$ cat src/rtl/wcs_pkg.sv
// Shared types and constants of the whitespace and comment skipper.
// No dependencies; every other file uses these by scoped name.
package wcs_pkg;

    localparam int unsigned MAX_NEST   = 255;
    localparam longint unsigned MAX_LENGTH = 65535;

    localparam int unsigned CH_W     = 16;
    localparam int unsigned LEN_W    = 16;
    localparam int unsigned STATUS_W = 2;
    localparam int unsigned NEST_W   = $clog2(MAX_NEST + 1);
    localparam int unsigned CFG_IDX_W  = 1;
    localparam int unsigned CFG_DATA_W = 1;

    localparam logic [LEN_W-1:0] LEN_LIMIT =
        (MAX_LENGTH > 64'd65535) ? 16'hFFFF : LEN_W'(MAX_LENGTH);
    localparam logic [NEST_W-1:0] NEST_LIMIT = NEST_W'(MAX_NEST);

    localparam logic [CH_W-1:0] CH_TAB   = 16'h0009;
    localparam logic [CH_W-1:0] CH_LF    = 16'h000A;
    localparam logic [CH_W-1:0] CH_CR    = 16'h000D;
    localparam logic [CH_W-1:0] CH_SPACE = 16'h0020;
    localparam logic [CH_W-1:0] CH_STAR  = 16'h002A;
    localparam logic [CH_W-1:0] CH_SLASH = 16'h002F;
    localparam logic [CH_W-1:0] CH_BSL   = 16'h005C;
    localparam logic [CH_W-1:0] CH_IDSP  = 16'h3000;

    localparam logic [CFG_IDX_W-1:0] CFG_SKIP_NEWLINES    = 1'd0;
    localparam logic [CFG_IDX_W-1:0] CFG_REQUIRE_NONEMPTY = 1'd1;

    typedef enum logic [STATUS_W-1:0] {
        ST_OK       = 2'd0,
        ST_EMPTY    = 2'd1,
        ST_UNCLOSED = 2'd2,
        ST_OVERFLOW = 2'd3
    } status_t;

    typedef enum logic [8:0] {
        PH_IDLE      = 9'b000000001,
        PH_TOP       = 9'b000000010,
        PH_SLASH     = 9'b000000100,
        PH_BSL       = 9'b000001000,
        PH_BSCR      = 9'b000010000,
        PH_LINE      = 9'b000100000,
        PH_BLK       = 9'b001000000,
        PH_BLK_SLASH = 9'b010000000,
        PH_BLK_STAR  = 9'b100000000
    } phase_t;

    typedef struct packed {
        logic [CH_W-1:0] ch;
        logic            first;
        logic            end_of_input;
    } item_t;

    typedef struct packed {
        logic skip_newlines;
        logic require_nonempty;
    } cfg_t;

endpackage

$ cat src/rtl/wcs_if.sv
// Valid/ready channel interfaces for characters and results.
// Depends on wcs_pkg for field widths.
interface wcs_char_if;
    logic                        valid;
    logic                        ready;
    logic [wcs_pkg::CH_W-1:0]    ch;
    logic                        first;
    logic                        end_of_input;

    modport source (output valid, ch, first, end_of_input, input ready);
    modport sink   (input valid, ch, first, end_of_input, output ready);
endinterface

interface wcs_result_if;
    logic                          valid;
    logic                          ready;
    logic [wcs_pkg::LEN_W-1:0]     run_length;
    logic [wcs_pkg::STATUS_W-1:0]  status;

    modport source (output valid, run_length, status, input ready);
    modport sink   (input valid, run_length, status, output ready);
endinterface

$ cat src/rtl/whitespace_comment_skipper_core.sv
// Top level of the whitespace and comment skipper: config registers,
// input register and scan stage. Depends on wcs_pkg, wcs_if, wcs_in_stage, wcs_scan.
//
//   channel  | dir | payload                      | transfer
//   ---------+-----+------------------------------+-------------------
//   chars    | in  | ch[15:0], first, end_of_input | valid && ready
//   result   | out | run_length[15:0], status[1:0] | valid && ready
//   cfg      | in  | cfg_index, cfg_data           | cfg_we
//
// One character per cycle unless a held result stalls the input; the scan step is a single state update
// between the input register and the result register.
// rst_n clears the scan to idle and both configuration bits to 0.
// A held result stalls the input register; a character is still taken
// while the result waits whenever the input register is free.
module whitespace_comment_skipper_core (
    input  logic                             clk,
    input  logic                             rst_n,
    wcs_char_if.sink                         chars,
    wcs_result_if.source                     result,
    input  logic                             cfg_we,
    input  logic [wcs_pkg::CFG_IDX_W-1:0]    cfg_index,
    input  logic [wcs_pkg::CFG_DATA_W-1:0]   cfg_data
);

    wcs_pkg::cfg_t  cfg_reg, cfg_next;
    wcs_pkg::item_t item;
    logic           item_valid;
    logic           take;

    always_comb
    begin
        cfg_next = cfg_reg;
        if (cfg_we)
        begin
            unique case (cfg_index)
                wcs_pkg::CFG_SKIP_NEWLINES:    cfg_next.skip_newlines    = cfg_data[0];
                wcs_pkg::CFG_REQUIRE_NONEMPTY: cfg_next.require_nonempty = cfg_data[0];
                default:                       cfg_next = cfg_reg;
            endcase
        end
    end

    always_ff @(posedge clk or negedge rst_n)
    begin
        if (!rst_n)
        begin
            cfg_reg <= '0;
        end
        else
        begin
            cfg_reg <= cfg_next;
        end
    end

    wcs_in_stage u_in_stage (
        .clk   (clk),
        .rst_n (rst_n),
        .chars (chars),
        .take  (take),
        .valid (item_valid),
        .item  (item)
    );

    wcs_scan u_scan (
        .clk    (clk),
        .rst_n  (rst_n),
        .valid  (item_valid),
        .item   (item),
        .cfg    (cfg_reg),
        .take   (take),
        .result (result)
    );

endmodule

$ cat src/rtl/wcs_in_stage.sv
// Input register of the skipper: holds one character transfer.
// Depends on wcs_pkg and wcs_char_if.
module wcs_in_stage (
    input  logic           clk,
    input  logic           rst_n,
    wcs_char_if.sink       chars,
    input  logic           take,
    output logic           valid,
    output wcs_pkg::item_t item
);

    logic           valid_reg;
    logic           valid_next;
    wcs_pkg::item_t item_reg;
    logic           load;

    assign chars.ready = !valid_reg || take;
    assign load        = chars.valid && chars.ready;

    always_comb
    begin
        valid_next = valid_reg;
        if (load)
        begin
            valid_next = 1'b1;
        end
        else if (take)
        begin
            valid_next = 1'b0;
        end
    end

    always_ff @(posedge clk or negedge rst_n)
    begin
        if (!rst_n)
        begin
            valid_reg <= 1'b0;
        end
        else
        begin
            valid_reg <= valid_next;
        end
    end

    always_ff @(posedge clk)
    begin
        if (load)
        begin
            item_reg.ch           <= chars.ch;
            item_reg.first        <= chars.first;
            item_reg.end_of_input <= chars.end_of_input;
        end
    end

    assign valid = valid_reg;
    assign item  = item_reg;

endmodule

$ cat src/rtl/wcs_scan.sv
// Scan state machine and result register of the skipper.
// Depends on wcs_pkg and wcs_result_if.
module wcs_scan (
    input  logic           clk,
    input  logic           rst_n,
    input  logic           valid,
    input  wcs_pkg::item_t item,
    input  wcs_pkg::cfg_t  cfg,
    output logic           take,
    wcs_result_if.source   result
);

    wcs_pkg::phase_t              phase_reg, phase_next;
    logic [wcs_pkg::NEST_W-1:0]   depth_reg, depth_next;
    logic [wcs_pkg::LEN_W-1:0]    consumed_reg, consumed_next;
    logic                         out_valid_reg, out_valid_next;
    logic [wcs_pkg::LEN_W-1:0]    out_len_reg, out_len_next;
    wcs_pkg::status_t             out_status_reg, out_status_next;

    wcs_pkg::phase_t              ph;
    logic [wcs_pkg::NEST_W-1:0]   dep;
    logic [wcs_pkg::LEN_W-1:0]    cons;
    logic [wcs_pkg::LEN_W:0]      sum;
    logic [1:0]                   add;
    logic                         fin;
    wcs_pkg::status_t             st;
    wcs_pkg::phase_t              nph;
    logic [wcs_pkg::NEST_W-1:0]   ndep;
    logic [wcs_pkg::NEST_W-1:0]   dep_dec;

    logic                         is_blank, is_lf, is_cr, is_slash, is_bsl, is_star;
    logic                         tc_end;
    logic [1:0]                   tc_add;
    wcs_pkg::phase_t              tc_ph;

    assign take = valid && (!out_valid_reg || result.ready);

    assign is_cr    = item.ch == wcs_pkg::CH_CR;
    assign is_lf    = item.ch == wcs_pkg::CH_LF;
    assign is_slash = item.ch == wcs_pkg::CH_SLASH;
    assign is_bsl   = item.ch == wcs_pkg::CH_BSL;
    assign is_star  = item.ch == wcs_pkg::CH_STAR;
    assign is_blank = item.ch == wcs_pkg::CH_SPACE || item.ch == wcs_pkg::CH_TAB
                   || is_cr || item.ch == wcs_pkg::CH_IDSP;

    // top-level character handling, shared by several phases
    always_comb
    begin
        tc_end = 1'b0;
        tc_add = 2'd0;
        tc_ph  = wcs_pkg::PH_TOP;
        if (is_blank)
        begin
            tc_add = 2'd1;
        end
        else if (is_lf)
        begin
            if (cfg.skip_newlines)
            begin
                tc_add = 2'd1;
            end
            else
            begin
                tc_end = 1'b1;
            end
        end
        else if (is_slash)
        begin
            tc_ph = wcs_pkg::PH_SLASH;
        end
        else if (is_bsl)
        begin
            tc_ph = wcs_pkg::PH_BSL;
        end
        else
        begin
            tc_end = 1'b1;
        end
    end

    always_comb
    begin
        ph      = item.first ? wcs_pkg::PH_TOP : phase_reg;
        dep     = item.first ? '0 : depth_reg;
        cons    = item.first ? '0 : consumed_reg;
        dep_dec = (dep != '0) ? dep - 1'b1 : dep;
        add     = 2'd0;
        fin     = 1'b0;
        st      = wcs_pkg::ST_OK;
        nph     = ph;
        ndep    = dep;

        if (ph == wcs_pkg::PH_IDLE)
        begin
            nph = wcs_pkg::PH_IDLE;
        end
        else if (item.end_of_input)
        begin
            fin = 1'b1;
            if (ph == wcs_pkg::PH_BLK || ph == wcs_pkg::PH_BLK_SLASH
                || ph == wcs_pkg::PH_BLK_STAR)
            begin
                st = wcs_pkg::ST_UNCLOSED;
            end
        end
        else
        begin
            unique case (ph)
                wcs_pkg::PH_TOP:
                begin
                    fin = tc_end;
                    add = tc_add;
                    nph = tc_ph;
                end
                wcs_pkg::PH_SLASH:
                begin
                    if (is_slash)
                    begin
                        add = 2'd2;
                        nph = wcs_pkg::PH_LINE;
                    end
                    else if (is_star)
                    begin
                        add  = 2'd2;
                        ndep = wcs_pkg::NEST_W'(1);
                        nph  = wcs_pkg::PH_BLK;
                    end
                    else
                    begin
                        fin = 1'b1;
                    end
                end
                wcs_pkg::PH_BSL:
                begin
                    if (is_cr)
                    begin
                        add = 2'd2;
                        nph = wcs_pkg::PH_BSCR;
                    end
                    else if (is_lf)
                    begin
                        add = 2'd2;
                        nph = wcs_pkg::PH_TOP;
                    end
                    else
                    begin
                        fin = 1'b1;
                    end
                end
                wcs_pkg::PH_BSCR:
                begin
                    if (is_lf)
                    begin
                        add = 2'd1;
                        nph = wcs_pkg::PH_TOP;
                    end
                    else
                    begin
                        fin = tc_end;
                        add = tc_add;
                        nph = tc_ph;
                    end
                end
                wcs_pkg::PH_LINE:
                begin
                    if (is_cr || is_lf)
                    begin
                        fin = tc_end;
                        add = tc_add;
                        nph = tc_ph;
                    end
                    else
                    begin
                        add = 2'd1;
                    end
                end
                wcs_pkg::PH_BLK:
                begin
                    add = 2'd1;
                    if (is_slash)
                    begin
                        nph = wcs_pkg::PH_BLK_SLASH;
                    end
                    else if (is_star)
                    begin
                        nph = wcs_pkg::PH_BLK_STAR;
                    end
                end
                wcs_pkg::PH_BLK_SLASH:
                begin
                    if (is_star)
                    begin
                        if (dep >= wcs_pkg::NEST_LIMIT)
                        begin
                            fin = 1'b1;
                            st  = wcs_pkg::ST_OVERFLOW;
                        end
                        else
                        begin
                            add  = 2'd1;
                            ndep = dep + 1'b1;
                            nph  = wcs_pkg::PH_BLK;
                        end
                    end
                    else
                    begin
                        add = 2'd1;
                        if (!is_slash)
                        begin
                            nph = wcs_pkg::PH_BLK;
                        end
                    end
                end
                wcs_pkg::PH_BLK_STAR:
                begin
                    add = 2'd1;
                    if (is_slash)
                    begin
                        ndep = dep_dec;
                        nph  = (dep_dec == '0) ? wcs_pkg::PH_TOP : wcs_pkg::PH_BLK;
                    end
                    else if (!is_star)
                    begin
                        nph = wcs_pkg::PH_BLK;
                    end
                end
                default:
                begin
                    nph = wcs_pkg::PH_IDLE;
                end
            endcase
        end

        sum = {1'b0, cons} + {{(wcs_pkg::LEN_W-1){1'b0}}, add};

        phase_next    = phase_reg;
        depth_next    = depth_reg;
        consumed_next = consumed_reg;
        if (take)
        begin
            if (fin)
            begin
                phase_next = wcs_pkg::PH_IDLE;
                depth_next = '0;
            end
            else
            begin
                phase_next = nph;
                depth_next = ndep;
            end
            consumed_next = (sum > {1'b0, wcs_pkg::LEN_LIMIT}) ? wcs_pkg::LEN_LIMIT
                                                                : sum[wcs_pkg::LEN_W-1:0];
        end

        out_len_next    = out_len_reg;
        out_status_next = out_status_reg;
        if (take && fin)
        begin
            if (st == wcs_pkg::ST_OK)
            begin
                if (cfg.require_nonempty && cons == '0)
                begin
                    out_len_next    = '0;
                    out_status_next = wcs_pkg::ST_EMPTY;
                end
                else
                begin
                    out_len_next    = cons;
                    out_status_next = wcs_pkg::ST_OK;
                end
            end
            else
            begin
                out_len_next    = '0;
                out_status_next = st;
            end
        end

        if (take)
        begin
            out_valid_next = fin;
        end
        else
        begin
            out_valid_next = out_valid_reg && !result.ready;
        end
    end

    always_ff @(posedge clk or negedge rst_n)
    begin
        if (!rst_n)
        begin
            phase_reg     <= wcs_pkg::PH_IDLE;
            depth_reg     <= '0;
            consumed_reg  <= '0;
            out_valid_reg <= 1'b0;
        end
        else
        begin
            phase_reg     <= phase_next;
            depth_reg     <= depth_next;
            consumed_reg  <= consumed_next;
            out_valid_reg <= out_valid_next;
        end
    end

    always_ff @(posedge clk)
    begin
        out_len_reg    <= out_len_next;
        out_status_reg <= out_status_next;
    end

    assign result.valid      = out_valid_reg;
    assign result.run_length = out_len_reg;
    assign result.status     = out_status_reg;

endmodule

$ cat src/flat_wrapper.sv
// flat-port wrapper written by rule: the top's interface ports become plain ports
module whitespace_comment_skipper_core_flat 
  (clk, rst_n, cfg_we, cfg_index, cfg_data, chars_valid, chars_ch, chars_first, chars_end_of_input, chars_ready, result_valid, result_run_length, result_status, result_ready);
  wcs_char_if chars_i ();
  wcs_result_if result_i ();
  input  logic clk;
  input  logic rst_n;
  input  logic cfg_we;
  input  logic [wcs_pkg::CFG_IDX_W-1:0] cfg_index;
  input  logic [wcs_pkg::CFG_DATA_W-1:0] cfg_data;
  input wire logic [$bits(chars_i.valid)-1:0] chars_valid;
  input wire logic [$bits(chars_i.ch)-1:0] chars_ch;
  input wire logic [$bits(chars_i.first)-1:0] chars_first;
  input wire logic [$bits(chars_i.end_of_input)-1:0] chars_end_of_input;
  output wire logic [$bits(chars_i.ready)-1:0] chars_ready;
  output wire logic [$bits(result_i.valid)-1:0] result_valid;
  output wire logic [$bits(result_i.run_length)-1:0] result_run_length;
  output wire logic [$bits(result_i.status)-1:0] result_status;
  input wire logic [$bits(result_i.ready)-1:0] result_ready;
  assign chars_i.valid = chars_valid;
  assign chars_i.ch = chars_ch;
  assign chars_i.first = chars_first;
  assign chars_i.end_of_input = chars_end_of_input;
  assign chars_ready = chars_i.ready;
  assign result_valid = result_i.valid;
  assign result_run_length = result_i.run_length;
  assign result_status = result_i.status;
  assign result_i.ready = result_ready;
  whitespace_comment_skipper_core u_core (.clk(clk), .rst_n(rst_n), .chars(chars_i), .result(result_i), .cfg_we(cfg_we), .cfg_index(cfg_index), .cfg_data(cfg_data));
endmodule
$ cat config.mk
export PLATFORM = sky130hd
export DESIGN_NAME = whitespace_comment_skipper_core_flat
export DESIGN_NICKNAME = d
export VERILOG_FILES = /design/src/rtl/wcs_pkg.sv /design/src/rtl/wcs_if.sv /design/src/rtl/whitespace_comment_skipper_core.sv /design/src/rtl/wcs_in_stage.sv /design/src/rtl/wcs_scan.sv /design/src/flat_wrapper.sv
export SDC_FILE = /design/constraint.sdc
export NUM_CORES = 1
export LEC_CHECK = 0
export ABC_AREA = 1
export BUFFER_PORTS_ARGS = -buffer_cell sky130_fd_sc_hd__buf_2
export CAP_MARGIN = 40
export CORE_MARGIN = 4
export CORE_UTILIZATION = 35
export CTS_CLUSTER_SIZE = 24
export DETAILED_ROUTE_END_ITERATION = 10
export HOLD_SLACK_MARGIN = 0.02
export MAX_ROUTING_LAYER = met4
export PLACE_DENSITY = 0.65
export RECOVER_POWER = 25
export SYNTH_ARGS = -nofsm -noshare
export SYNTH_HDL_FRONTEND = slang
export SYNTH_SLANG_ARGS = --single-unit
$ cat constraint.sdc
create_clock -name clk -period 3.1 [get_ports clk]
set_input_delay 0.775 -clock clk [delete_from_list [all_inputs] [get_ports clk]]
set_output_delay 0.775 -clock clk [all_outputs]
set_load 0.005 [all_outputs]
== Yosys cells after proc, flatten, opt, wreduce, memory -nomap -nowiden ==
Cells that the tools add are included.
Word-level totals
  flip-flop bits (word level): 73
  input bits: 25
  output and inout port bits: 20
  word-level logic and storage cells: 138
Operators by class
  add/sub/neg operators: 3
  order comparisons: 2
  equality and inequality tests: 17
  muxes and demuxes: 77
  bitwise operators: 2
  reduce and logical (&&, ||, !) cells: 25
Operators with widths (number)
  2-to-1 mux 9 bit: 17
  2-to-1 mux 8 bit: 10
  case mux 9 bit (8 select lines): 1
  equality test 16 x 4 -> 1 bit (second input constant): 3
  equality test 16 x 6 -> 1 bit (second input constant): 3
  2-to-1 mux 16 bit: 2
  2-to-1 mux 2 bit: 16
  case mux 8 bit (3 select lines): 1
  2-to-1 mux 1 bit: 23
  adder 16 x 2 -> 17 bit: 1
  greater-than comparator 17 x 16 -> 1 bit (second input constant): 1
  equality test 16 x 14 -> 1 bit (second input constant): 1
  equality test 16 x 7 -> 1 bit (second input constant): 1
  zero test 16 bit: 1
  2-to-1 mux 4 bit: 4
  case mux 2 bit (7 select lines): 1
  equality test 9 x 1 -> 1 bit (second input constant): 1
  equality test 9 x 2 -> 1 bit (second input constant): 1
  equality test 9 x 3 -> 1 bit (second input constant): 1
  equality test 9 x 4 -> 1 bit (second input constant): 1
  equality test 9 x 5 -> 1 bit (second input constant): 1
  equality test 9 x 6 -> 1 bit (second input constant): 1
  equality test 9 x 7 -> 1 bit (second input constant): 1
  equality test 9 x 8 -> 1 bit (second input constant): 1
  other kinds (16): 32

== Depth between registers and ports, before layout ==
Gate-level depths: netlist of run 1.
  depth in word-level cells: 12
  mapped depth: 26
  mapped depth without buffers: 25

== Modules after synthesis ==
From an unflattened synthesis of run 1, not the netlist that was laid out.
Second synthesis, totals
  cell total of the unflattened synthesis: 708
  area, all modules: 5126.2 um2
Modules (own cells, without submodules)
  wcs_scan: instances 1, cells each 673, area each 4454.3 um2
  wcs_in_stage: instances 1, cells each 24, area each 585.6 um2
  whitespace_comment_skipper_core: instances 1, cells each 11, area each 86.3 um2

== Least setup slack after synthesis of run 1 ==
No wires, ideal clock.
  kind: register to register
  start point: register u_core.u_in_stage.item_reg, in the netlist u_core.u_in_stage.item[1]
  end point: register u_core.u_scan.consumed_reg[10] (netlist bit)
  library setup time: 130 ps
  arrival time: 3222 ps
  required time: 2970 ps
  path slack: -253 ps
  stages on the path, launching flop included: 25
  path buffers: 1
  period minus slack after synthesis: 3353 ps
  cells stage by stage: edfxtp_1 -> inv_2 -> buf_6 -> nand2_1 -> inv_1 -> ha_1 -> nand2_1 -> nor2_1 -> nand2_1 -> nor2_2 -> nand2_1 -> nand2_1 -> nand4_1 -> nand2_1 -> inv_1 -> ha_1 -> inv_1 -> fa_1 -> nor3_2 -> nand2_1 -> nor3_2 -> nand2_1 -> xor2_1 -> o21ai_0 -> o21ai_0
On the way
  cells in the longest elaborated chain, start to end: 10
  elaborated cells on any way between the ends: 22
RTL lines
  start: declaration: line wcs_in_stage.sv:14  | wcs_pkg::item_t item_reg;
  2-to-1 mux 8 bit: line wcs_scan.sv:84  | dep = item.first ? '0 : depth_reg;
  >= comparator 8 bit: line wcs_scan.sv:193  | if (dep >= wcs_pkg::NEST_LIMIT)
  2-to-1 mux 1 bit: line wcs_scan.sv:193
  2-to-1 mux 2 bit: line wcs_scan.sv:191  | if (is_star)
  case mux 2 bit (7 select lines): line wcs_scan.sv:108  | unique case (ph)
  2-to-1 mux 2 bit: line wcs_scan.sv:97  | else if (item.end_of_input)
  2-to-1 mux 2 bit: line wcs_scan.sv:93  | if (ph == wcs_pkg::PH_IDLE)
  adder 16 x 2 -> 17 bit (*): line wcs_scan.sv:234  | sum = {1'b0, cons} + {{(wcs_pkg::LEN_W-1){1'b0}}, add};
  greater-than comparator 17 x 16 -> 1 bit: line wcs_scan.sv:251  | consumed_next = (sum > {1'b0, wcs_pkg::LEN_LIMIT}) ? wcs_pkg::LEN_LIMIT
  2-to-1 mux 16 bit (*): line wcs_scan.sv:251
  end signal: assignment: line wcs_scan.sv:302  | consumed_reg <= consumed_next;
  end: declaration: line wcs_scan.sv:15  | logic [wcs_pkg::LEN_W-1:0] consumed_reg, consumed_next;
Mark *: on every way between the ends. The rest lies on a longest branch, timed or not.
A chain may end at the register's enable or synchronous reset.

== Final worst setup path of run 1 ==
  start point: register u_core.u_in_stage.item_reg, in the netlist u_core.u_in_stage.item[1]
  end point: register u_core.u_scan.consumed_reg[7] (netlist bit)
The elaborated chain is that of the path after synthesis.

==> results of run 1 <==
## worst min-delay path by stage
stage                                             start                             to  slack (ns)
final                     u_core.u_scan.consumed_reg[0]  u_core.u_scan.consumed_reg[0]        0.48
after global routing      u_core.u_scan.consumed_reg[2]  u_core.u_scan.consumed_reg[2]        0.52
after CTS                                         rst_n     u_core.u_scan.phase_reg[4]        0.34
after detailed placement  u_core.u_scan.consumed_reg[2]  u_core.u_scan.consumed_reg[2]        0.47
after global placement    u_core.u_scan.consumed_reg[1]  u_core.u_scan.consumed_reg[1]        0.46
after floorplan              u_core.u_scan.depth_reg[5]     u_core.u_scan.depth_reg[5]        0.45
## cell type report
type / instances / area share [%]
flip-flops and latches: 73 / 29.1
clock buffers: 10 / 3.32
repair buffers: 180 / 19.0
multi-input cells: 504 / 38.8
clock inverters: 6 / 1.31
repair inverters: 1 / 0.109
well taps: 176 / 3.19
inverters: 91 / 5.10
## kinds of logic (layout without fill, tap and decap cells)
family | after synthesis | after routing
compound gates | 74 | 74
xor+xnor | 12 | 12
fa+ha+maj | 6 | 6
buf+inv | 104 | 288
flops | 73 | 73
simple gates | 412 | 412
## metrics by stage
stage,area (µm²),hold WS [ns],instances
floorplan,4820,0.449,681
global placement,5880,0.463,980
detailed placement,5900,0.467,981
CTS,6750,0.343,1037
global route,6900,0.515,1041
finish,6900,0.484,1041
## metal layers
| metal | global-route usage (%) | vias to the layer above | part of all wire [%] |
|---|---|---|---|
| met5 | - | - | 0 |
| met4 | 7.53 | 0 | 3.9 |
| met3 | 5.40 | 68 | 7.4 |
| met2 | 32.2 | 247 | 46 |
| met1 | 25.5 | 2386 | 43 |
| li1 | - | 2578 | - |
## synth_stat cells (4+ instances only)
master | n | area, µm²
sky130_fd_sc_hd__nor2_1 | 95 | 357
sky130_fd_sc_hd__xor2_1 | 9 | 78.8
sky130_fd_sc_hd__edfxtp_1 | 36 | 1080
sky130_fd_sc_hd__ha_1 | 5 | 62.6
sky130_fd_sc_hd__o21ai_0 | 38 | 190
sky130_fd_sc_hd__a21oi_1 | 17 | 85.1
sky130_fd_sc_hd__dfrtp_1 | 36 | 901
sky130_fd_sc_hd__clkbuf_1 | 6 | 22.5
sky130_fd_sc_hd__inv_2 | 8 | 30.0
sky130_fd_sc_hd__inv_1 | 81 | 304
sky130_fd_sc_hd__nand2_2 | 4 | 25.0
sky130_fd_sc_hd__nand3_1 | 71 | 355
sky130_fd_sc_hd__nor2_2 | 4 | 25.0
sky130_fd_sc_hd__nor3_1 | 16 | 80.1
sky130_fd_sc_hd__nand4_1 | 17 | 106
sky130_fd_sc_hd__o22ai_1 | 5 | 31.3
sky130_fd_sc_hd__o21ai_1 | 4 | 20.0
sky130_fd_sc_hd__nand2_1 | 192 | 721
sky130_fd_sc_hd__buf_2 | 4 | 20.0
## placed cells by master (no fill, tap or decap), types with 3 or more instances in the layout
master / Yosys / final
sky130_fd_sc_hd__a21oi_1: 17 / 14
sky130_fd_sc_hd__buf_6: 2 / 8
sky130_fd_sc_hd__nor3_1: 16 / 15
sky130_fd_sc_hd__nand2_4: 0 / 7
sky130_fd_sc_hd__a21oi_2: 0 / 3
sky130_fd_sc_hd__o22ai_1: 5 / 5
sky130_fd_sc_hd__buf_4: 1 / 125
sky130_fd_sc_hd__nand2_2: 4 / 15
sky130_fd_sc_hd__inv_1: 81 / 76
sky130_fd_sc_hd__clkbuf_16: 0 / 10
sky130_fd_sc_hd__nand3_1: 71 / 64
sky130_fd_sc_hd__inv_2: 8 / 10
sky130_fd_sc_hd__nand4_1: 17 / 17
sky130_fd_sc_hd__o21ai_2: 1 / 3
sky130_fd_sc_hd__nand3_2: 1 / 3
sky130_fd_sc_hd__buf_2: 4 / 43
sky130_fd_sc_hd__nor2_1: 95 / 83
sky130_fd_sc_hd__xor2_1: 9 / 9
sky130_fd_sc_hd__o21ai_1: 4 / 17
sky130_fd_sc_hd__nand3_4: 0 / 5
sky130_fd_sc_hd__o21ai_0: 38 / 21
sky130_fd_sc_hd__edfxtp_1: 36 / 36
sky130_fd_sc_hd__ha_1: 5 / 3
sky130_fd_sc_hd__nor2_2: 4 / 11
sky130_fd_sc_hd__nor2_4: 1 / 6
sky130_fd_sc_hd__dfrtp_1: 36 / 36
sky130_fd_sc_hd__xnor2_1: 3 / 3
sky130_fd_sc_hd__nand2_1: 192 / 173
## worst max-delay path: stages (launching register included)
cell	delay (ns)
sky130_fd_sc_hd__edfxtp_1	0.44
sky130_fd_sc_hd__buf_6	0.17
sky130_fd_sc_hd__nor2_4	0.11
sky130_fd_sc_hd__nand2_2	0.09
sky130_fd_sc_hd__inv_2	0.10
sky130_fd_sc_hd__nand4_1	0.17
sky130_fd_sc_hd__nor2_2	0.17
sky130_fd_sc_hd__inv_1	0.09
sky130_fd_sc_hd__buf_4	0.14
sky130_fd_sc_hd__buf_4	0.12
sky130_fd_sc_hd__o22ai_1	0.16
sky130_fd_sc_hd__nand2_1	0.15
sky130_fd_sc_hd__fa_2	0.41
sky130_fd_sc_hd__nor3_4	0.21
sky130_fd_sc_hd__nand2_2	0.10
sky130_fd_sc_hd__nor3_4	0.31
sky130_fd_sc_hd__inv_2	0.08
sky130_fd_sc_hd__nor2_4	0.17
sky130_fd_sc_hd__buf_4	0.15
sky130_fd_sc_hd__o21ai_0	0.08
sky130_fd_sc_hd__o21ai_1	0.10
## report_power, final
part | internal, W | switching [W]
sequential | 0.00108 | 0.0000254
clock | 0.000708 | 0.000431
combinational | 0.000191 | 0.000297
## what timing repair did
item,4_1_cts,5_1_grt
gates resized for setup,78,25
buffers inserted,39,4
cloned,1,1
pin swaps,18,2
endpoints found under the setup margin,16,51
==> reports/summary.log, run 1 <==
qor: route.totalWireLength 15.6 mm
qor: status.status complete, but fails checks
qor: die.design.die.area 15600 µm²
qor: synth.ys_seq_area_share 42.0%
qor: timing.timing.setup.tns -12.19 ns
qor: timing.relSlewSlack 37.8%
qor: worst_setup_path.ff2ff_path_depth 20
qor: timing.ratio_of_final_minimum_period_to_clock_period 116%
qor: route.drt_drc_violations_left 0
qor: clock_network.cts.sinks 73
qor: synth.syn_area 4780 µm²
qor: finish.multi_input_area 2680 µm²
qor: timing.timing.final.ws_setup -0.494 ns
qor: timing.grt_setup_unrepaired yes
qor: hold_path.min_path_type flip-flop to flip-flop
qor: die.initial_core_util 36.0%
qor: worst_setup_path.r2r-end u_core.u_scan.consumed_reg[7]
qor: placement.routability_congestion 1.01
qor: synth.synth_edf_count 36
qor: finish.final_util 51.9%
qor: synth.synth_flop_cell sky130_fd_sc_hd__edfxtp_1
qor: placement.port_buffers 44
qor: timing.report.final.setup_viol 49
qor: placement.preCtsSetupSlack -0.496 ns
qor: route.post_drt_via_cell_ratio 5.07
qor: job.max_cap_viol_count 0
qor: route.detail_route.iter0.violations 514
qor: clock_network.cts.hold.buffers_added 0
qor: synth.asyncSetResetFlopFracSynth 50.7%
qor: placement.place.detailed.hpwl 10.8 mm
qor: synth.yosysWarningCount 0
qor: synth.post_synth_net_total 712
qor: synth.synthXorXnorAreaFrac 2.20%
qor: synth.count_of_state_elements_after_synthesis 73
qor: worst_setup_path.worst_ep_required_time 3.37 ns
qor: die.io_pins 45
qor: synth.yosys.cell_types.count 40
qor: synth.post_synthesis_compound_gate_area_fraction 8.39%
qor: global_routing.total_overflow_reported_by_the_global_router 0
qor: worst_setup_path.worstSetupEndpoint u_core.u_scan.consumed_reg[7]
qor: synth.combinational_family_with_the_most_area_after_synthesis simple AND/OR/NAND/NOR gates
qor: worst_setup_path.startpoint_to_endpoint_class_of_the_critical_path flip-flop to flip-flop
qor: power_and_ir_drop.overall_power_of_the_completed_layout 0.00273 W
qor: clock_network.cts_tree built
qor: worst_setup_path.critPathMaxFanout 5
qor: power_and_ir_drop.leakage 3.45 nW
qor: route.detail_route.first_pass.iterations 6
qor: finish.final-seq-area 2010 µm²
qor: finish.largest_register_ffs 18
qor: synth.synth.avg_cell_area 7.03 µm²
qor: clock_network.cts.path.max_buffers 2
qor: timing.worstMarginPinSlew 0.933 ns
qor: die.dieWidth 125 µm
qor: hold_path.worst_hold_path.num_cells 2
qor: worst_setup_path.rr_startpoint u_core.u_in_stage.item[1]
qor: worst_setup_path.worst_setup_path_end_kind flip-flop
qor: status.violated_checks negative setup slack
qor: route.detail-route-antenna-nets 0
qor: timing.timing_hold_violations_final 0
qor: clock_network.numCtsBuffers 9
qor: global_routing.grt_util_all_layers 20.5%
qor: power_and_ir_drop.power_per_cell_area 396 nW/µm²
qor: die.core_footprint 13300 µm²
qor: worst_setup_path.startpoint_type flip-flop
qor: synth.synth-simple-area-share 37.1%
qor: worst_setup_path.cp.arrival 3.86 ns
qor: clock_network.cts-htree-levels 3
qor: global_routing.first_global_vias 5114
qor: clock_network.cts.root.buffer_cell sky130_fd_sc_hd__clkbuf_16
qor: timing.timing.final.crit_period 3.59 ns
qor: die.die_height 125 µm
qor: finish.layout-drive-gt1-share 31.8%
qor: global_routing.grt_start_max_net_pins 36
qor: synth.mux_share_of_post_synthesis_cell_area 0%
qor: synth.synth_fa_ha_area_share 1.73%
qor: clock_network.clkTransAtPathRegs 0.06 ns
qor: timing.maxClockFrequency 278 MHz
qor: worst_setup_path.r2r_setup_slack -0.49 ns
qor: die.placementRows 42
qor: timing.slew_violations 0
qor: route.wl_per_cell 15.0 µm
qor: finish.antenna_cells_inserted 0
qor: finish.area_growth_syn_to_layout 44.2%
qor: finish.n_fill_cell 1236
qor: route.vias 5279
qor: global_routing.first_pass_grt_wire_length 25.2 mm
qor: timing.fin_worst_skew 0.00629 ns
qor: finish.final_nets 891
qor: global_routing.number_of_antenna_violations_at_the_first_check_in_global_routing 0
qor: worst_setup_path.timing.critical_path.from u_core.u_in_stage.item[1]
qor: clock_network.clk_latency 0.35 ns
qor: power_and_ir_drop.vdd_drop_max 0.338 mV
qor: synth.post_synth_inst_count 681
Power figures use the tool's default switching activity.
==> inputs of run 2 (changes only) <==
--- a/config.mk
+++ b/config.mk
@@ -14,7 +14,7 @@
 export DETAILED_ROUTE_END_ITERATION = 10
 export HOLD_SLACK_MARGIN = 0.02
 export MAX_ROUTING_LAYER = met4
-export PLACE_DENSITY = 0.65
+export PLACE_DENSITY = 0.63
 export RECOVER_POWER = 25
 export SYNTH_ARGS = -nofsm -noshare
 export SYNTH_HDL_FRONTEND = slang
==> constraint.sdc (replaced) <==
create_clock -name clk -period 3.8 [get_ports clk]
set_input_delay 0.95 -clock clk [delete_from_list [all_inputs] [get_ports clk]]
set_output_delay 0.95 -clock clk [all_outputs]
set_load 0.005 [all_outputs]
==> reports/summary.log, run 2 (same netlist as run 1, synthesis figures left out) <==
qor: finish.post_layout_instance_count_excluding_filler_cells 955 [was 1041]
qor: timing.maxClockFrequency 275 MHz [was 278 MHz]
qor: worst_setup_path.worst_ep_required_time 4.01 ns [was 3.37 ns]
qor: finish.final-seq-area 2010 µm² [unchanged]
qor: timing.report.final.setup_viol 0 [was 49]
qor: timing.fin_worst_skew 0.0141 ns [was 0.00629 ns]
qor: finish.area_growth_syn_to_layout 27.3% [was 44.2%]
qor: worst_setup_path.ff2ff_path_depth 22 [was 20]
qor: clock_network.cts.sinks 73 [unchanged]
qor: power_and_ir_drop.sequentialPowerShare 42.2% [was 40.4%]
qor: power_and_ir_drop.switching_share 27.4% [was 27.6%]
qor: die.dieWidth 125 µm [unchanged]
qor: worst_setup_path.startpoint_to_endpoint_class_of_the_critical_path flip-flop to flip-flop [unchanged]
qor: timing.timing_hold_violations_final 0 [unchanged]
qor: route.drt_drc_violations_left 0 [unchanged]
qor: global_routing.grt_util_all_layers 17.6% [was 20.5%]
qor: timing.timing.setup.tns 0 ns [was -12.19 ns]
qor: placement.placedCellCount 916 [was 981]
qor: clock_network.clkTransAtPathRegs 0.07 ns [was 0.06 ns]
qor: route.detail-route-antenna-nets 0 [unchanged]
qor: die.die_height 125 µm [unchanged]
qor: worst_setup_path.r2r-end u_core.u_scan.consumed_reg[10] [was u_core.u_scan.consumed_reg[7]]
qor: die.design.die.area 15600 µm² [unchanged]
qor: die.core_footprint 13300 µm² [unchanged]
qor: worst_setup_path.cp.arrival 3.85 ns [was 3.86 ns]
qor: global_routing.first_global_vias 4457 [was 5114]
qor: power_and_ir_drop.clock_power_share 43.6% [was 41.7%]
qor: placement.place.detailed.hpwl 9.88 mm [was 10.8 mm]
qor: timing.slew_violations 0 [unchanged]
qor: placement.port_buffers 44 [unchanged]
qor: power_and_ir_drop.comb_power_share 14.2% [was 17.9%]
qor: clock_network.cts.root.buffer_cell sky130_fd_sc_hd__clkbuf_16 [unchanged]
qor: route.detail_route.iter0.violations 620 [was 514]
qor: job.max_cap_viol_count 0 [unchanged]
qor: timing.relSlewSlack 12.0% [was 37.8%]
qor: route.wl_per_cell 14.3 µm [was 15.0 µm]
qor: global_routing.first_pass_grt_wire_length 21.7 mm [was 25.2 mm]
qor: finish.commonest_cells_after_routing_fill_and_taps_aside sky130_fd_sc_hd__nand2_1 (180), sky130_fd_sc_hd__nor2_1 (85), sky130_fd_sc_hd__inv_1 (77), sky130_fd_sc_hd__nand3_1 (66), sky130_fd_sc_hd__buf_4 (47) [was sky130_fd_sc_hd__nand2_1 (173), sky130_fd_sc_hd__buf_4 (125), sky130_fd_sc_hd__nor2_1 (83), sky130_fd_sc_hd__inv_1 (76), sky130_fd_sc_hd__nand3_1 (64)]
qor: route.detail_route.first_pass.iterations 5 [was 6]
qor: global_routing.total_overflow_reported_by_the_global_router 0 [unchanged]
qor: finish.final_nets 805 [was 891]
qor: power_and_ir_drop.power_per_cell_area 352 nW/µm² [was 396 nW/µm²]
qor: timing.timing.final.crit_period 3.64 ns [was 3.59 ns]
qor: power_and_ir_drop.p_int 0.00156 W [was 0.00198 W]
qor: worst_setup_path.startpoint_type flip-flop [unchanged]
qor: timing.worstMarginPinSlew 1.32 ns [was 0.933 ns]
qor: global_routing.grt_start_max_net_pins 37 [was 36]
qor: worst_setup_path.timing.critical_path.from u_core.u_in_stage.item[1] [unchanged]
qor: clock_network.cts.hold.buffers_added 0 [unchanged]
qor: route.post_drt_via_cell_ratio 5.10 [was 5.07]
qor: route.totalWireLength 13.7 mm [was 15.6 mm]
qor: power_and_ir_drop.vdd_drop_max 0.254 mV [was 0.338 mV]
qor: finish.n_fill_cell 1321 [was 1236]
qor: worst_setup_path.worstSetupEndpoint u_core.u_scan.consumed_reg[10] [was u_core.u_scan.consumed_reg[7]]
qor: clock_network.clk_latency 0.35 ns [about the same]
qor: die.placementRows 42 [unchanged]
qor: worst_setup_path.r2r_setup_slack 0.16 ns [was -0.49 ns]
qor: power_and_ir_drop.net-switching-power 0.000586 W [was 0.000753 W]
qor: finish.layout-drive-gt1-share 22.1% [was 31.8%]
qor: finish.layout.cells.most_common sky130_fd_sc_hd__nand2_1 [unchanged]
qor: worst_setup_path.critPathMaxFanout 7 [was 5]
qor: hold_path.min_path_type flip-flop to flip-flop [unchanged]
qor: finish.antenna_cells_inserted 0 [unchanged]
qor: route.vias 4875 [was 5279]
qor: worst_setup_path.worst_setup_path_end_kind flip-flop [unchanged]
qor: die.initial_core_util 36.0% [unchanged]
qor: timing.ratio_of_final_minimum_period_to_clock_period 95.8% [was 116%]
qor: clock_network.numCtsBuffers 9 [unchanged]
qor: clock_network.cts_tree built [unchanged]
qor: power_and_ir_drop.leakage 2.99 nW [was 3.45 nW]
qor: clock_network.cts-htree-levels 3 [unchanged]
qor: worst_setup_path.rr_startpoint u_core.u_in_stage.item[1] [unchanged]
qor: status.status finished, final reports clean [was complete, but fails checks]
qor: finish.multi_input_area 2570 µm² [was 2680 µm²]
qor: clock_network.cts.path.max_buffers 2 [unchanged]
qor: global_routing.number_of_antenna_violations_at_the_first_check_in_global_routing 0 [unchanged]
qor: finish.largest_register_ffs 18 [unchanged]
qor: die.io_pins 45 [unchanged]
qor: placement.routability_congestion 0.980 [was 1.01]
-- run 2: changes by cell type in the layout (fill, tap and decap cells not counted), sizes merged --
cell	before	now
buf	178	92
clkinv	4	6
inv	90	88
clkbuf	12	13
clkinvlp	2	1
-- run 2: final cells by class --
cell class	instances	share of cell area (%)
Multi-Input combinational cell	504	42.1
Tap cell	176	3.61
Timing Repair Buffer	95	10.2
Sequential cell	73	33.0
Clock buffer	10	3.76
Inverter	91	5.81
Clock inverter	6	1.48
-- run 2: timing repair --
item | CTS | global route
pin swaps | 0 | 20
cloned | 0 | 0
setup buffers | 0 | 23
setup endpoints to repair | 11 | 16
resized for setup | 2 | 66
-- run 2: through the flow --
stage	cell area, µm²	total power, W	utilization, %	setup WS [ns]	hold slack (ns)
after floorplan	4780	0.00109	-	0.447	0.449
after global placement	5360	0.00119	40.3	0.0682	0.462
after detailed placement	5360	0.00119	40.3	-0.0167	0.466
after CTS	5690	0.00213	42.8	0.0527	0.482
after global routing	6090	0.00223	45.8	-0.0776	0.515
final	6090	0.00214	45.8	0.161	0.481
-- run 2: critical path: stages (launching register included) --
cell and delay [ns]:
sky130_fd_sc_hd__edfxtp_1 0.47, sky130_fd_sc_hd__clkinv_4 0.09, sky130_fd_sc_hd__buf_6 0.15, sky130_fd_sc_hd__nand2_2 0.07, sky130_fd_sc_hd__nand2_2 0.07, sky130_fd_sc_hd__nor2_4 0.20
sky130_fd_sc_hd__nand4_1 0.23, sky130_fd_sc_hd__nand3_2 0.17, sky130_fd_sc_hd__nor3_4 0.05, sky130_fd_sc_hd__nor2_2 0.13, sky130_fd_sc_hd__nand2_1 0.08, sky130_fd_sc_hd__inv_2 0.07
sky130_fd_sc_hd__ha_4 0.13, sky130_fd_sc_hd__inv_2 0.03, sky130_fd_sc_hd__fa_2 0.38, sky130_fd_sc_hd__nor3_4 0.23, sky130_fd_sc_hd__nand2_2 0.11, sky130_fd_sc_hd__nor3_4 0.24
sky130_fd_sc_hd__buf_6 0.14, sky130_fd_sc_hd__nand2_1 0.07, sky130_fd_sc_hd__xor2_1 0.15, sky130_fd_sc_hd__o21ai_0 0.13, sky130_fd_sc_hd__o21ai_0 0.09
-- run 2: power by group through the flow --
stage / clock network, W / logic [W] / registers (W)
after global placement: 0 / 0.000270 / 0.000918
after detailed placement: 0 / 0.000270 / 0.000919
final: 0.000935 / 0.000304 / 0.000904
after global routing: 0.000983 / 0.000340 / 0.000909
after CTS: 0.000951 / 0.000271 / 0.000903
after floorplan: 0 / 0.000172 / 0.000916
-- run 2: how the worst min path moves through the flow --
stage | start | endpoint | slack, ns | cells past startpoint
final | u_core.u_scan.consumed_reg[2] | u_core.u_scan.consumed_reg[2] | 0.48 | 1
after global routing | u_core.u_scan.consumed_reg[2] | u_core.u_scan.consumed_reg[2] | 0.51 | 1
after CTS | u_core.u_scan.consumed_reg[2] | u_core.u_scan.consumed_reg[2] | 0.48 | 1
after detailed placement | u_core.u_scan.consumed_reg[2] | u_core.u_scan.consumed_reg[2] | 0.47 | 1
after global placement | u_core.u_scan.consumed_reg[1] | u_core.u_scan.consumed_reg[1] | 0.46 | 1
after floorplan | u_core.u_scan.depth_reg[1] | u_core.u_scan.depth_reg[1] | 0.45 | 2
-- run 2: layer usage --
metal	vias to the layer above	wire (µm)	global-route usage (%)
li1	2406	-	-
met1	2192	5800	22.3
met2	231	6370	27.0
met3	46	1020	3.34
met4	0	483	8.35
met5	-	0	-
==> inputs of run 3 (changes only) <==
--- a/config.mk
+++ b/config.mk
@@ -6,7 +6,7 @@
 export NUM_CORES = 1
 export LEC_CHECK = 0
 export ABC_AREA = 1
-export BUFFER_PORTS_ARGS = -buffer_cell sky130_fd_sc_hd__buf_2
+export BUFFER_PORTS_ARGS = -buffer_cell sky130_fd_sc_hd__buf_4
 export CAP_MARGIN = 40
 export CORE_MARGIN = 4
 export CORE_UTILIZATION = 35
==> reports/summary.log, run 3 (same netlist as run 1, synthesis figures left out) <==
qor: status.status complete, but fails checks [was finished, final reports clean]
qor: status.violated_checks max-capacitance violations, max-slew violations
qor: die.core_footprint 13300 µm² [unchanged]
qor: hold_path.min_path_type flip-flop to flip-flop [unchanged]
qor: worst_setup_path.cp.arrival 3.94 ns [was 3.85 ns]
qor: worst_setup_path.r2r_setup_slack 0.15 ns [was 0.16 ns]
qor: finish.layout-drive-gt1-share 18.5% [was 22.1%]
qor: hold_path.hp-start u_core.u_scan.consumed_reg[2] [unchanged]
qor: die.io_pins 45 [unchanged]
qor: route.detail-route-antenna-nets 0 [unchanged]
qor: finish.final-seq-area 2010 µm² [unchanged]
qor: global_routing.grt_start_max_net_pins 38 [was 37]
qor: route.wl_per_cell 14.1 µm [was 14.3 µm]
qor: hold_path.worst_hold_path.endpoint u_core.u_scan.consumed_reg[2] [unchanged]
qor: timing.grt_setup_unrepaired yes
qor: clock_network.clkTransAtPathRegs 0.06 ns [was 0.07 ns]
qor: power_and_ir_drop.vdd_drop_max 0.195 mV [was 0.254 mV]
qor: worst_setup_path.rr_startpoint u_core.u_in_stage.item[1] [unchanged]
qor: route.vias 4753 [was 4875]
qor: global_routing.first_pass_grt_wire_length 21.9 mm [was 21.7 mm]
qor: clock_network.cts.path.max_buffers 2 [unchanged]
qor: timing.report.final.setup_viol 0 [unchanged]
qor: placement.routability_congestion 1.01 [was 0.980]
qor: placement.place.detailed.hpwl 9.91 mm [was 9.88 mm]
qor: clock_network.clk_latency 0.34 ns [was 0.35 ns]
qor: power_and_ir_drop.leakage 2.92 nW [was 2.99 nW]
qor: global_routing.grt_util_all_layers 17.7% [was 17.6%]
qor: die.design.die.area 15600 µm² [unchanged]
qor: clock_network.numCtsBuffers 9 [unchanged]
qor: timing.timing.setup.tns 0 ns [unchanged]
qor: hold_path.worst_hold_path.num_cells 1 [unchanged]
qor: timing.fin_worst_skew 0.00650 ns [was 0.0141 ns]
qor: job.max_cap_viol_count 1 [was 0]
qor: global_routing.total_overflow_reported_by_the_global_router 0 [unchanged]
qor: global_routing.number_of_antenna_violations_at_the_first_check_in_global_routing 0 [unchanged]
qor: clock_network.cts.sinks 73 [unchanged]
qor: timing.maxClockFrequency 274 MHz [was 275 MHz]
qor: route.detail_route.iter0.violations 524 [was 620]
qor: die.placementRows 42 [unchanged]
qor: route.post_drt_via_cell_ratio 5.03 [was 5.10]
qor: finish.multi_input_area 2440 µm² [was 2570 µm²]
qor: worst_setup_path.worst_ep_required_time 4.08 ns [was 4.01 ns]
qor: clock_network.cts-htree-levels 3 [unchanged]
qor: finish.n_fill_cell 1390 [was 1321]
qor: worst_setup_path.r2r-end u_core.u_scan.consumed_reg[1] [was u_core.u_scan.consumed_reg[10]]
qor: power_and_ir_drop.power_per_cell_area 336 nW/µm² [was 352 nW/µm²]
qor: placement.port_buffers 44 [unchanged]
qor: route.totalWireLength 13.3 mm [was 13.7 mm]
qor: clock_network.cts_tree built [unchanged]
qor: timing.relSlewSlack -44.9% [was 12.0%]
qor: timing.final.hold.worst_slack 0.483 ns [was 0.481 ns]
qor: finish.area_growth_syn_to_layout 24.4% [was 27.3%]
qor: worst_setup_path.critPathMaxFanout 8 [was 7]
qor: finish.final_nets 794 [was 805]
qor: timing.ratio_of_final_minimum_period_to_clock_period 96.2% [was 95.8%]
qor: finish.largest_register_ffs 18 [unchanged]
qor: clock_network.cts.root.buffer_cell sky130_fd_sc_hd__clkbuf_16 [unchanged]
qor: route.drt_drc_violations_left 0 [unchanged]
qor: timing.slew_violations 38 [was 0]
qor: worst_setup_path.startpoint_to_endpoint_class_of_the_critical_path flip-flop to flip-flop [unchanged]
qor: finish.commonest_cells_after_routing_fill_and_taps_aside sky130_fd_sc_hd__nand2_1 (188), sky130_fd_sc_hd__nor2_1 (91), sky130_fd_sc_hd__inv_1 (78), sky130_fd_sc_hd__nand3_1 (69), sky130_fd_sc_hd__buf_4 (59) [was sky130_fd_sc_hd__nand2_1 (180), sky130_fd_sc_hd__nor2_1 (85), sky130_fd_sc_hd__inv_1 (77), sky130_fd_sc_hd__nand3_1 (66), sky130_fd_sc_hd__buf_4 (47)]
qor: timing.timing.final.crit_period 3.65 ns [was 3.64 ns]
qor: die.initial_core_util 36.0% [unchanged]
qor: die.dieWidth 125 µm [unchanged]
qor: worst_setup_path.ff2ff_path_depth 23 [was 22]
qor: finish.layout.cells.most_common sky130_fd_sc_hd__nand2_1 [unchanged]
qor: timing.timing_hold_violations_final 0 [unchanged]
qor: global_routing.first_global_vias 4395 [was 4457]
qor: die.die_height 125 µm [unchanged]
qor: worst_setup_path.startpoint_type flip-flop [unchanged]
qor: timing.worstMarginPinSlew 2.17 ns [was 1.32 ns]
qor: route.detail_route.first_pass.iterations 5 [unchanged]
qor: finish.antenna_cells_inserted 0 [unchanged]
qor: worst_setup_path.worst_setup_path_end_kind flip-flop [unchanged]
==> run 3: through the flow <==
step                power [W]  cells  utilization [%]  setup slack, ns  instance area, µm²
floorplan             0.00109    681                -            0.447                4780
global placement      0.00121    913             41.0            0.116                5450
detailed placement    0.00121    913             41.0           0.0345                5450
CTS                   0.00200    929             43.0          0.00222                5720
global route          0.00209    944             44.8           -0.113                5950
finish                0.00200    944             44.8            0.145                5950
==> run 3: repair_timing <==
item	in CTS	in global routing
buffers inserted	0	15
hold buffers	0	0
hold endpoints to repair	0	0
endpoints found under the setup margin	0	16
gates resized for setup	0	40
==> run 3: routing by layer <==
layer  global-route usage (%)  vias to the layer above  share of wire, %
met5                        -                        -                 0
met4                     6.44                        0               2.6
met3                     3.00                       20               6.6
met2                     27.4                      173                46
met1                     23.3                     2175                45
li1                         -                     2385                 -
==> run 3: worst max-delay path by stage <==
stage                              start                              to  slack, ns
2_1_floorplan  u_core.u_in_stage.item[1]  u_core.u_scan.consumed_reg[10]       0.45
3_5_place_dp   u_core.u_in_stage.item[1]  u_core.u_scan.consumed_reg[12]       0.03
5_1_grt        u_core.u_in_stage.item[1]   u_core.u_scan.consumed_reg[6]      -0.11
4_1_cts        u_core.u_in_stage.item[1]  u_core.u_scan.consumed_reg[12]      0.002
3_3_place_gp   u_core.u_in_stage.item[1]  u_core.u_scan.consumed_reg[12]       0.12
6_report       u_core.u_in_stage.item[1]   u_core.u_scan.consumed_reg[1]       0.15
==> run 3: critical path, cell delays in order (launching register included) <==
cell and delay [ns]:
sky130_fd_sc_hd__edfxtp_1 0.45, sky130_fd_sc_hd__clkinv_4 0.14, sky130_fd_sc_hd__buf_8 0.16, sky130_fd_sc_hd__buf_8 0.12, sky130_fd_sc_hd__o21ai_4 0.08, sky130_fd_sc_hd__nand4_1 0.18, sky130_fd_sc_hd__nor2_2 0.17, sky130_fd_sc_hd__inv_1 0.08
sky130_fd_sc_hd__nand3_2 0.07, sky130_fd_sc_hd__nor3_1 0.06, sky130_fd_sc_hd__nor2_1 0.14, sky130_fd_sc_hd__nand2_1 0.07, sky130_fd_sc_hd__inv_1 0.05, sky130_fd_sc_hd__ha_2 0.17, sky130_fd_sc_hd__inv_2 0.04, sky130_fd_sc_hd__fa_2 0.38
sky130_fd_sc_hd__nor3_4 0.22, sky130_fd_sc_hd__nand2_2 0.10, sky130_fd_sc_hd__nor3_4 0.29, sky130_fd_sc_hd__inv_2 0.08, sky130_fd_sc_hd__nor2_4 0.20, sky130_fd_sc_hd__inv_4 0.09, sky130_fd_sc_hd__a21oi_1 0.14, sky130_fd_sc_hd__a21o_1 0.10
==> run 3: area by class of cell <==
cell class	instances	share of cell area [%]
clock buffer	10	3.85
clock inverter	6	0.715
inverter	91	5.87
multi-input combinational	504	41.0
sequential	73	33.7
tap	176	3.70
timing repair buffer	84	11.1
==> run 3: report_power, final <==
| part | total [W] | internal [W] | switching (W) |
|---|---|---|---|
| Sequential | 0.000905 | 0.000880 | 0.0000253 |
| Clock | 0.000788 | 0.000443 | 0.000345 |
| Combinational | 0.000305 | 0.000107 | 0.000198 |
| Total | 0.00200 | 0.00143 | 0.000568 |
